--- src/rtl/pnp_pkg.sv ---
package pnp_pkg;

  localparam int BYTE_W     = 8;
  localparam int COEF_W     = 24;
  localparam int WIP_W      = 8;
  localparam int CFG_IDX_W  = 3;
  localparam int PIDX_W     = 14;
  localparam int PIN_W      = 8;
  localparam int PROD_W     = 32;
  localparam int ROUND_BIAS  = 8;
  localparam int ROUND_SHIFT = 4;
  localparam int NUM_LANES  = 3;

  localparam logic signed [COEF_W-1:0] GAIN_RESET   = 24'sd4112;
  localparam logic signed [COEF_W-1:0] OFFSET_RESET = 24'sd0;
  localparam logic [WIP_W-1:0]         WIP_RESET    = 8'd32;
  localparam logic signed [COEF_W-1:0] NORM_MAX     = 24'sh7FFFFF;
  localparam logic signed [COEF_W-1:0] NORM_MIN     = 24'sh800000;

  typedef enum logic [CFG_IDX_W-1:0] {
    CFG_GAIN_RED,
    CFG_GAIN_GREEN,
    CFG_GAIN_BLUE,
    CFG_OFFSET_RED,
    CFG_OFFSET_GREEN,
    CFG_OFFSET_BLUE,
    CFG_WIDTH_IN_PATCHES
  } pnp_cfg_idx_t;

  typedef struct packed {
    logic s1_load;
    logic s2_load;
  } pnp_pipe_ctl_t;

endpackage

--- src/rtl/pixel_normalize_patchify_core.sv ---
// Pixel normalization and patch reordering for a vision-transformer front end.
// The input channel takes one RGB pixel per transaction in raster order, with
// first_pixel marking the top-left pixel of a new image. Each result
// transaction carries the destination patch index, the position inside the
// patch and the three channels normalized to signed Q8.16 with saturation.
// Three identical channel lanes each run a multiply stage and a round, offset
// and saturate stage, while a position unit tracks column and row counters;
// the output stage merges them into one transaction.
// Throughput is one pixel per cycle while out_stall is low. The edge that
// accepts a pixel loads the multiply register; the output register loads
// from it once free, and out_valid rises with that load. While the receiver
// stalls, the output holds; an empty multiply stage still takes one more pixel,
// and then in_stall stays high. Reset clears the pipeline, the counters and
// the configuration registers (gains 4112, offsets 0, width 32 patches).
// Configuration is written through cfg_we, cfg_index and cfg_wdata while no
// transaction is in flight; the user ensures this, not the block.
module pixel_normalize_patchify_core
  import pnp_pkg::*;
#(
  parameter int PATCH_DIM  = 16,
  parameter int MAX_WIDTH  = 2048,
  parameter int MAX_HEIGHT = 2048
) (
  input  logic                     clk,
  input  logic                     rst_n,
  input  logic                     in_valid,
  output logic                     in_stall,
  input  logic [BYTE_W-1:0]        in_red,
  input  logic [BYTE_W-1:0]        in_green,
  input  logic [BYTE_W-1:0]        in_blue,
  input  logic                     in_first_pixel,
  output logic                     out_valid,
  input  logic                     out_stall,
  output logic [PIDX_W-1:0]        out_patch_index,
  output logic [PIN_W-1:0]         out_pixel_in_patch,
  output logic signed [COEF_W-1:0] out_norm_red,
  output logic signed [COEF_W-1:0] out_norm_green,
  output logic signed [COEF_W-1:0] out_norm_blue,
  input  logic                     cfg_we,
  input  logic [CFG_IDX_W-1:0]     cfg_index,
  input  logic [COEF_W-1:0]        cfg_wdata
);

  localparam int LW = $clog2(MAX_WIDTH + 1);
  localparam int LCW = WIP_W + $clog2(PATCH_DIM + 1) + $clog2(MAX_WIDTH + 1);
  localparam int LINE_RESET_FULL = int'(WIP_RESET) * PATCH_DIM;
  localparam int LINE_RESET = (LINE_RESET_FULL > MAX_WIDTH) ? MAX_WIDTH : LINE_RESET_FULL;

  logic signed [COEF_W-1:0] gain_r   [NUM_LANES];
  logic signed [COEF_W-1:0] offset_r [NUM_LANES];
  logic [WIP_W-1:0]         wip_r, wip_nxt;
  logic [LW-1:0]            line_len_r, line_len_nxt;
  logic [LCW-1:0]           line_calc;

  logic [BYTE_W-1:0]        lane_pix  [NUM_LANES];
  logic signed [COEF_W-1:0] lane_norm [NUM_LANES];

  pnp_pipe_ctl_t     ctl;
  logic              accept, out_free, s1_free;
  logic              s1_valid_r, s1_valid_nxt, out_valid_r, out_valid_nxt;
  logic [PIDX_W-1:0] pidx_c, s1_pidx_r, out_pidx_r;
  logic [PIN_W-1:0]  pin_c, s1_pin_r, out_pin_r;

  always_comb begin
    wip_nxt      = (cfg_wdata[WIP_W-1:0] == '0) ? WIP_W'(1) : cfg_wdata[WIP_W-1:0];
    line_calc    = LCW'(wip_nxt) * LCW'(PATCH_DIM);
    line_len_nxt = (line_calc > LCW'(MAX_WIDTH)) ? LW'(MAX_WIDTH) : line_calc[LW-1:0];
  end

  always_ff @(posedge clk) begin
    if (!rst_n) begin
      for (int i = 0; i < NUM_LANES; i++) begin
        gain_r[i]   <= GAIN_RESET;
        offset_r[i] <= OFFSET_RESET;
      end
      wip_r      <= WIP_RESET;
      line_len_r <= LW'(LINE_RESET);
    end else if (cfg_we) begin
      unique case (pnp_cfg_idx_t'(cfg_index))
        CFG_GAIN_RED:         gain_r[0]   <= cfg_wdata;
        CFG_GAIN_GREEN:       gain_r[1]   <= cfg_wdata;
        CFG_GAIN_BLUE:        gain_r[2]   <= cfg_wdata;
        CFG_OFFSET_RED:       offset_r[0] <= cfg_wdata;
        CFG_OFFSET_GREEN:     offset_r[1] <= cfg_wdata;
        CFG_OFFSET_BLUE:      offset_r[2] <= cfg_wdata;
        CFG_WIDTH_IN_PATCHES: begin
          wip_r      <= wip_nxt;
          line_len_r <= line_len_nxt;
        end
        default: ;
      endcase
    end
  end

  always_comb begin
    out_free      = !out_valid_r || !out_stall;
    s1_free       = !s1_valid_r || out_free;
    accept        = in_valid && s1_free;
    ctl.s1_load   = accept;
    ctl.s2_load   = s1_valid_r && out_free;
    s1_valid_nxt  = accept ? 1'b1 : (out_free ? 1'b0 : s1_valid_r);
    out_valid_nxt = ctl.s2_load ? 1'b1 : (out_stall ? out_valid_r : 1'b0);
  end

  assign in_stall = !s1_free;

  pnp_position #(
    .PATCH_DIM  (PATCH_DIM),
    .MAX_WIDTH  (MAX_WIDTH),
    .MAX_HEIGHT (MAX_HEIGHT)
  ) u_position (
    .clk            (clk),
    .rst_n          (rst_n),
    .advance        (accept),
    .first_pixel    (in_first_pixel),
    .wip            (wip_r),
    .line_len       (line_len_r),
    .patch_index    (pidx_c),
    .pixel_in_patch (pin_c)
  );

  assign lane_pix[0] = in_red;
  assign lane_pix[1] = in_green;
  assign lane_pix[2] = in_blue;

  for (genvar g = 0; g < NUM_LANES; g++) begin : g_lane
    pnp_lane u_lane (
      .clk    (clk),
      .ctl    (ctl),
      .pix    (lane_pix[g]),
      .gain   (gain_r[g]),
      .offset (offset_r[g]),
      .norm   (lane_norm[g])
    );
  end

  always_ff @(posedge clk) begin
    if (!rst_n) begin
      s1_valid_r  <= 1'b0;
      out_valid_r <= 1'b0;
    end else begin
      s1_valid_r  <= s1_valid_nxt;
      out_valid_r <= out_valid_nxt;
    end
  end

  always_ff @(posedge clk) begin
    if (ctl.s1_load) begin
      s1_pidx_r <= pidx_c;
      s1_pin_r  <= pin_c;
    end
    if (ctl.s2_load) begin
      out_pidx_r <= s1_pidx_r;
      out_pin_r  <= s1_pin_r;
    end
  end

  assign out_valid          = out_valid_r;
  assign out_patch_index    = out_pidx_r;
  assign out_pixel_in_patch = out_pin_r;
  assign out_norm_red       = lane_norm[0];
  assign out_norm_green     = lane_norm[1];
  assign out_norm_blue      = lane_norm[2];

endmodule

--- src/rtl/pnp_lane.sv ---
module pnp_lane
  import pnp_pkg::*;
(
  input  logic                     clk,
  input  pnp_pipe_ctl_t            ctl,
  input  logic [BYTE_W-1:0]        pix,
  input  logic signed [COEF_W-1:0] gain,
  input  logic signed [COEF_W-1:0] offset,
  output logic signed [COEF_W-1:0] norm
);

  localparam int RND_W = PROD_W - ROUND_SHIFT;
  localparam int SUM_W = RND_W + 1;

  logic signed [PROD_W-1:0] prod_nxt, prod_r;
  logic signed [PROD_W-1:0] biased;
  logic signed [RND_W-1:0]  rnd;
  logic signed [SUM_W-1:0]  sum;
  logic signed [COEF_W-1:0] norm_nxt, norm_r;

  assign prod_nxt = $signed({{(PROD_W-BYTE_W){1'b0}}, pix}) * PROD_W'(gain);

  always_comb begin
    biased = prod_r + PROD_W'(ROUND_BIAS);
    rnd    = $signed(biased[PROD_W-1:ROUND_SHIFT]);
    sum    = SUM_W'(rnd) + SUM_W'(offset);
    if (sum > SUM_W'(NORM_MAX)) begin
      norm_nxt = NORM_MAX;
    end else if (sum < SUM_W'(NORM_MIN)) begin
      norm_nxt = NORM_MIN;
    end else begin
      norm_nxt = sum[COEF_W-1:0];
    end
  end

  always_ff @(posedge clk) begin
    if (ctl.s1_load) begin
      prod_r <= prod_nxt;
    end
    if (ctl.s2_load) begin
      norm_r <= norm_nxt;
    end
  end

  assign norm = norm_r;

endmodule

--- src/rtl/pnp_position.sv ---
module pnp_position
  import pnp_pkg::*;
#(
  parameter int PATCH_DIM  = 16,
  parameter int MAX_WIDTH  = 2048,
  parameter int MAX_HEIGHT = 2048,
  localparam int LW = $clog2(MAX_WIDTH + 1)
) (
  input  logic              clk,
  input  logic              rst_n,
  input  logic              advance,
  input  logic              first_pixel,
  input  logic [WIP_W-1:0]  wip,
  input  logic [LW-1:0]     line_len,
  output logic [PIDX_W-1:0] patch_index,
  output logic [PIN_W-1:0]  pixel_in_patch
);

  localparam int CW   = $clog2(MAX_WIDTH);
  localparam int RW   = $clog2(MAX_HEIGHT);
  localparam int PSW  = $clog2(PATCH_DIM);
  localparam int IW   = ((RW + WIP_W > CW) ? RW + WIP_W : CW) + PIDX_W;
  localparam int PINW = 2 * PSW + PIN_W;

  logic [CW-1:0]  col_r, col_nxt, col_c, pcol_r, pcol_nxt, pcol_c;
  logic [RW-1:0]  row_r, row_nxt, row_c, prow_r, prow_nxt, prow_c;
  logic [PSW-1:0] cip_r, cip_nxt, cip_c, rip_r, rip_nxt, rip_c;
  logic [CW:0]    col_inc;
  logic [RW:0]    row_inc;
  logic [IW-1:0]  pidx_full;
  logic [PINW-1:0] pin_full;

  always_comb begin
    col_c  = first_pixel ? '0 : col_r;
    row_c  = first_pixel ? '0 : row_r;
    cip_c  = first_pixel ? '0 : cip_r;
    rip_c  = first_pixel ? '0 : rip_r;
    pcol_c = first_pixel ? '0 : pcol_r;
    prow_c = first_pixel ? '0 : prow_r;

    pidx_full = IW'(prow_c) * IW'(wip) + IW'(pcol_c);
    pin_full  = PINW'(rip_c) * PINW'(PATCH_DIM) + PINW'(cip_c);
    patch_index    = pidx_full[PIDX_W-1:0];
    pixel_in_patch = pin_full[PIN_W-1:0];

    col_inc = {1'b0, col_c} + (CW+1)'(1);
    row_inc = {1'b0, row_c} + (RW+1)'(1);

    col_nxt  = col_inc[CW-1:0];
    cip_nxt  = cip_c;
    pcol_nxt = pcol_c;
    row_nxt  = row_c;
    rip_nxt  = rip_c;
    prow_nxt = prow_c;

    if (col_inc >= (CW+1)'(line_len)) begin
      col_nxt  = '0;
      cip_nxt  = '0;
      pcol_nxt = '0;
      if (row_inc >= (RW+1)'(MAX_HEIGHT)) begin
        row_nxt  = '0;
        rip_nxt  = '0;
        prow_nxt = '0;
      end else begin
        row_nxt = row_inc[RW-1:0];
        if (rip_c == PSW'(PATCH_DIM - 1)) begin
          rip_nxt  = '0;
          prow_nxt = prow_c + RW'(1);
        end else begin
          rip_nxt = rip_c + PSW'(1);
        end
      end
    end else if (cip_c == PSW'(PATCH_DIM - 1)) begin
      cip_nxt  = '0;
      pcol_nxt = pcol_c + CW'(1);
    end else begin
      cip_nxt = cip_c + PSW'(1);
    end
  end

  always_ff @(posedge clk) begin
    if (!rst_n) begin
      col_r  <= '0;
      row_r  <= '0;
      cip_r  <= '0;
      rip_r  <= '0;
      pcol_r <= '0;
      prow_r <= '0;
    end else if (advance) begin
      col_r  <= col_nxt;
      row_r  <= row_nxt;
      cip_r  <= cip_nxt;
      rip_r  <= rip_nxt;
      pcol_r <= pcol_nxt;
      prow_r <= prow_nxt;
    end
  end

endmodule

--- config.mk ---
export PLATFORM = sky130hd
export DESIGN_NAME = pixel_normalize_patchify_core
export DESIGN_NICKNAME = d
export VERILOG_FILES = /design/src/rtl/pnp_pkg.sv /design/src/rtl/pixel_normalize_patchify_core.sv /design/src/rtl/pnp_lane.sv /design/src/rtl/pnp_position.sv
export SDC_FILE = /design/constraint.sdc
export NUM_CORES = 2
export LEC_CHECK = 0
export BUFFER_PORTS_ARGS = -buffer_cell sky130_fd_sc_hd__buf_2
export CAP_MARGIN = 20
export CORE_UTILIZATION = 55
export DETAILED_ROUTE_END_ITERATION = 10
export PLACE_DENSITY = 0.72
export SYNTH_ARGS = -nofsm -noshare
export SYNTH_HDL_FRONTEND = slang
export SYNTH_SLANG_ARGS = --single-unit
--- constraint.sdc ---
create_clock -name clk -period 19.6 [get_ports clk]
set_input_delay 2.94 -clock clk [delete_from_list [all_inputs] [get_ports clk]]
set_output_delay 2.94 -clock clk [all_outputs]
set_load 0.03 [all_outputs]
==> impl_metrics.csv <==
group,metric,value,unit
synth,synth_cell_types,91,
timing,finalSetupViolations,0,
timing,finalMaxSlewViolations,0,
synth,syn-instance-count,4445,
final_layout,fillers,6519,
worst_setup_path,critPathArrivalTime,8.36,ns
floorplanning,die_y,283,µm
synth,synth_xor_area_frac,0.0545,
final_layout,drive_above_1_share,0.0667,
global_routing,antenna_found_initial,7,
power,clkPwrFrac,0.129,
placed_design,hpwl,80300,µm
clocking,cts_tree,"done",
clocking,post_cts_resized,0,
synth,syn_area,0.0433,mm²
floorplanning,die_x,283,µm
status,status,"complete, no violations",
global_routing,grt_start_max_net_pins,64,
power,leakage,21.1,nW
synth,synth-simple-area-share,0.174,
route,vias,31100,
clocking,clkLatencyLatePin,0.60,ns
global_routing,grt.total_usage,0.261,
floorplanning,initial_core_util,0.557,
power,swShare,0.454,
final_layout,layout_commonest_cell,"inv_1",
placed_design,portBuffers,152,
clocking,numCtsBuffers,48,
final_layout,area_growth,7.50,%
min_path,hp-class,"register to register",
timing,finalClockSkew,0.0313,ns
synth,ys_ff_latch,416,
worst_setup_path,reg2reg_from,"gain_r[0][29]",
worst_setup_path,startpoint_type,"input port",
synth,syn_nets,5329,
power,seqPwrFrac,0.226,
route,drcViolationCount,0,
final_layout,instances_no_fill,5614,
clocking,ctsLongestPathBuffers,3,
run,cap_violations,0,
timing,period_needed,8.03,ns
synth,muxShareOfSynthArea,0.00188,
synth,avgSynthCellArea,9.75,µm²
synth,synthAdderAreaFrac,0.326,
timing,tightest_slew,1.09,ns
timing,period_share,0.410,
timing,max_freq,0.125,GHz
placed_design,place_congestion,0.925,
global_routing,gr-total-overflow,0,
placed_design,place_inst,5516,
floorplanning,die_area,0.0799,mm²
timing,slew_headroom,0.275,
synth,synth_edf_count,347,
route,drt-total-wl,102000,µm
clocking,cts_setup_buffers,0,
timing,tns,0,ns
worst_setup_path,critPathRequiredTime,19.93,ns
worst_setup_path,max_stage_delay,0.57,ns
route,drtPass1Iterations,8,
power,p_comb_frac,0.646,
worst_setup_path,critPathSlowestCell,"fa_1",
worst_setup_path,timing.critical_path.mode_cell,"fa_1",
final_layout,seq_area,0.0118,mm²
route,ant_nets,0,
route,via_per_inst,5.54,
clocking,htreeDepth,2,
clocking,clk_pin_slew_worst_paths,0.06,ns
synth,synth-main-ff-cell,"edfxtp_1",
timing,rsz0062_at_grt,"false",
power,vdd_drop_max,0.0810,mV
final_layout,multi_input_comb_area,0.0284,mm²
clocking,root_buffer,"clkbuf_16",
power,power_density,141,mW/mm²
worst_setup_path,crit_fanout,23,
clocking,hold_buffers,0,
worst_setup_path,critPathLaunch,"in_green[0]",
synth,synth_top_family_by_area,"adder cells",
power,p_switching,2.98,mW
worst_setup_path,crit_type,"input port to register",
worst_setup_path,end_kind,"register",
final_layout,final_cell_mix,"inv_1 (710), fa_1 (504), nand2_1 (453)",
clocking,cts.sinks,416,
min_path,min_from,"s1_pidx_r[9]",
synth,async_flop_share,0,
timing,hold_ws,0.418,ns
global_routing,grt_pass1_wl,164000,µm
final_layout,layout.nets,5415,
power,power.internal,3.59,mW
global_routing,grt_pass1_vias,31100,
floorplanning,rows,102,
synth,synth_compound_area_frac,0.0967,
synth,yosysWarnings,0,
floorplanning,core_area,0.0777,mm²
timing,hold_viol,0,
floorplanning,io_pins,153,
route,first_iter_violations,2091,
worst_setup_path,worstPathCellList,"buf_2 -> nand2_1 -> fa_1 -> inv_1 -> fa_1 -> fa_1 -> inv_1 -> fa_1 -> inv_1 -> ha_1 -> or4_1 -> a21o_1 -> or3b_1 -> a21oi_1 -> o41ai_1 -> o21ai_0 -> nand4_1 -> nand4b_1 -> a21oi_1 -> xnor2_1",
synth,yosysSeqAreaShare,0.272,
route,post_drt_wl_per_cell,18.2,µm
[sequential cells by signal, summed over array words and instances, names as in the netlist, 4 cells and up]
| name | cells |
|---|---|
| out_pixel_in_patch | 8 |
| wip_r | 8 |
| out_patch_index | 14 |
| u_position.cip_r | 4 |
| u_position.pcol_r | 11 |
| s1_pidx_r | 14 |
| u_position.col_r | 11 |
| s1_pin_r | 8 |
| gain_r | 72 |
| line_len_r | 7 |
| g_lane.u_lane.norm | 72 |
| offset_r | 72 |
| g_lane.u_lane.prod_r | 87 |
| u_position.rip_r | 4 |
| u_position.prow_r | 11 |
| u_position.row_r | 11 |
[area by class of cell]
| cell class | instances | area share |
|---|---|---|
| inverters | 711 | 0.0574 |
| well taps | 1040 | 0.0279 |
| diodes | 4 | 0.000215 |
| multi-input cells | 3180 | 0.609 |
| repair buffers | 174 | 0.0211 |
| clock inverters | 26 | 0.00419 |
| flip-flops and latches | 416 | 0.253 |
| clock buffers | 63 | 0.0270 |
[per-stage QoR]
stage,area [µm²],power [mW],utilization,worst slack (ns)
after floorplan,43300,4.80,-,9.15
after global placement,45000,5.61,0.579,11.17
after detailed placement,45000,5.70,0.579,10.98
after CTS,46500,6.58,0.598,11.62
after global routing,46600,7.16,0.599,11.19
final,46600,6.58,0.599,11.57
[cells in the mapped netlist (all sizes together) (24+ instances only)]
| cell type | number | area (µm²) |
|---|---|---|
| a21oi | 145 | 729 |
| nor2b | 66 | 413 |
| a21o | 77 | 578 |
| clkbuf | 120 | 450 |
| nand4 | 24 | 150 |
| inv | 710 | 2670 |
| o21ai | 149 | 787 |
| o21a | 31 | 233 |
| ha | 323 | 4040 |
| xor2 | 84 | 751 |
| nand2 | 454 | 1700 |
| o221ai | 26 | 228 |
| nor2 | 137 | 514 |
| fa | 504 | 10100 |
| a21boi | 42 | 315 |
| nor3 | 47 | 240 |
| and3 | 52 | 325 |
| and2 | 429 | 2680 |
| dfxtp | 69 | 1380 |
| nand2b | 33 | 206 |
| xnor2 | 184 | 1610 |
| edfxtp | 347 | 10400 |
| nand3 | 139 | 696 |
[kinds of logic after synthesis]
| group | count (synthesis) |
|---|---|
| multiplexers | 8 |
| AND/OR/NAND/NOR | 1458 |
| buffers and inverters | 849 |
| AO/OA/AOI/OAI | 619 |
| adder cells (fa/ha/maj) | 827 |
| flip-flops | 416 |
| XOR/XNOR | 268 |
[power by group through the flow]
stage	logic [mW]	clock network, mW	registers, mW
floorplan	3.24	0	1.56
global placement	4.11	0	1.49
detailed placement	4.20	0	1.50
CTS	4.23	0.865	1.48
global route	4.76	0.895	1.51
finish	4.25	0.847	1.48
[worst max-delay path, delay by kind of cell]
family / cells / cell delay, ns
AND/OR/NAND/NOR: 5 / 1.12
buffers and inverters: 4 / 0.53
XOR/XNOR: 1 / 0.09
AO/OA/AOI/OAI: 5 / 1.35
adder cells (fa/ha/maj): 5 / 2.32
[per-layer routing]
layer / up-vias / track usage / wire length [µm]
met5: - / 0 / 92
li1: 14700 / - / -
met2: 929 / 0.425 / 47400
met4: 14 / 0.0949 / 3620
met3: 180 / 0.0480 / 7130
met1: 15300 / 0.348 / 43700
[path summary, 6_finish.rpt]
path                                       to  slack, ns  cells after the start
hold reg to reg            out_patch_index[9]       0.42                      0
setup reg to reg  g_lane[1].u_lane.prod_r[31]      13.80                     18
setup / recovery  g_lane[1].u_lane.prod_r[31]      11.57                     20
hold / removal             out_patch_index[9]       0.42                      0
(Power assumes the default switching activity.)
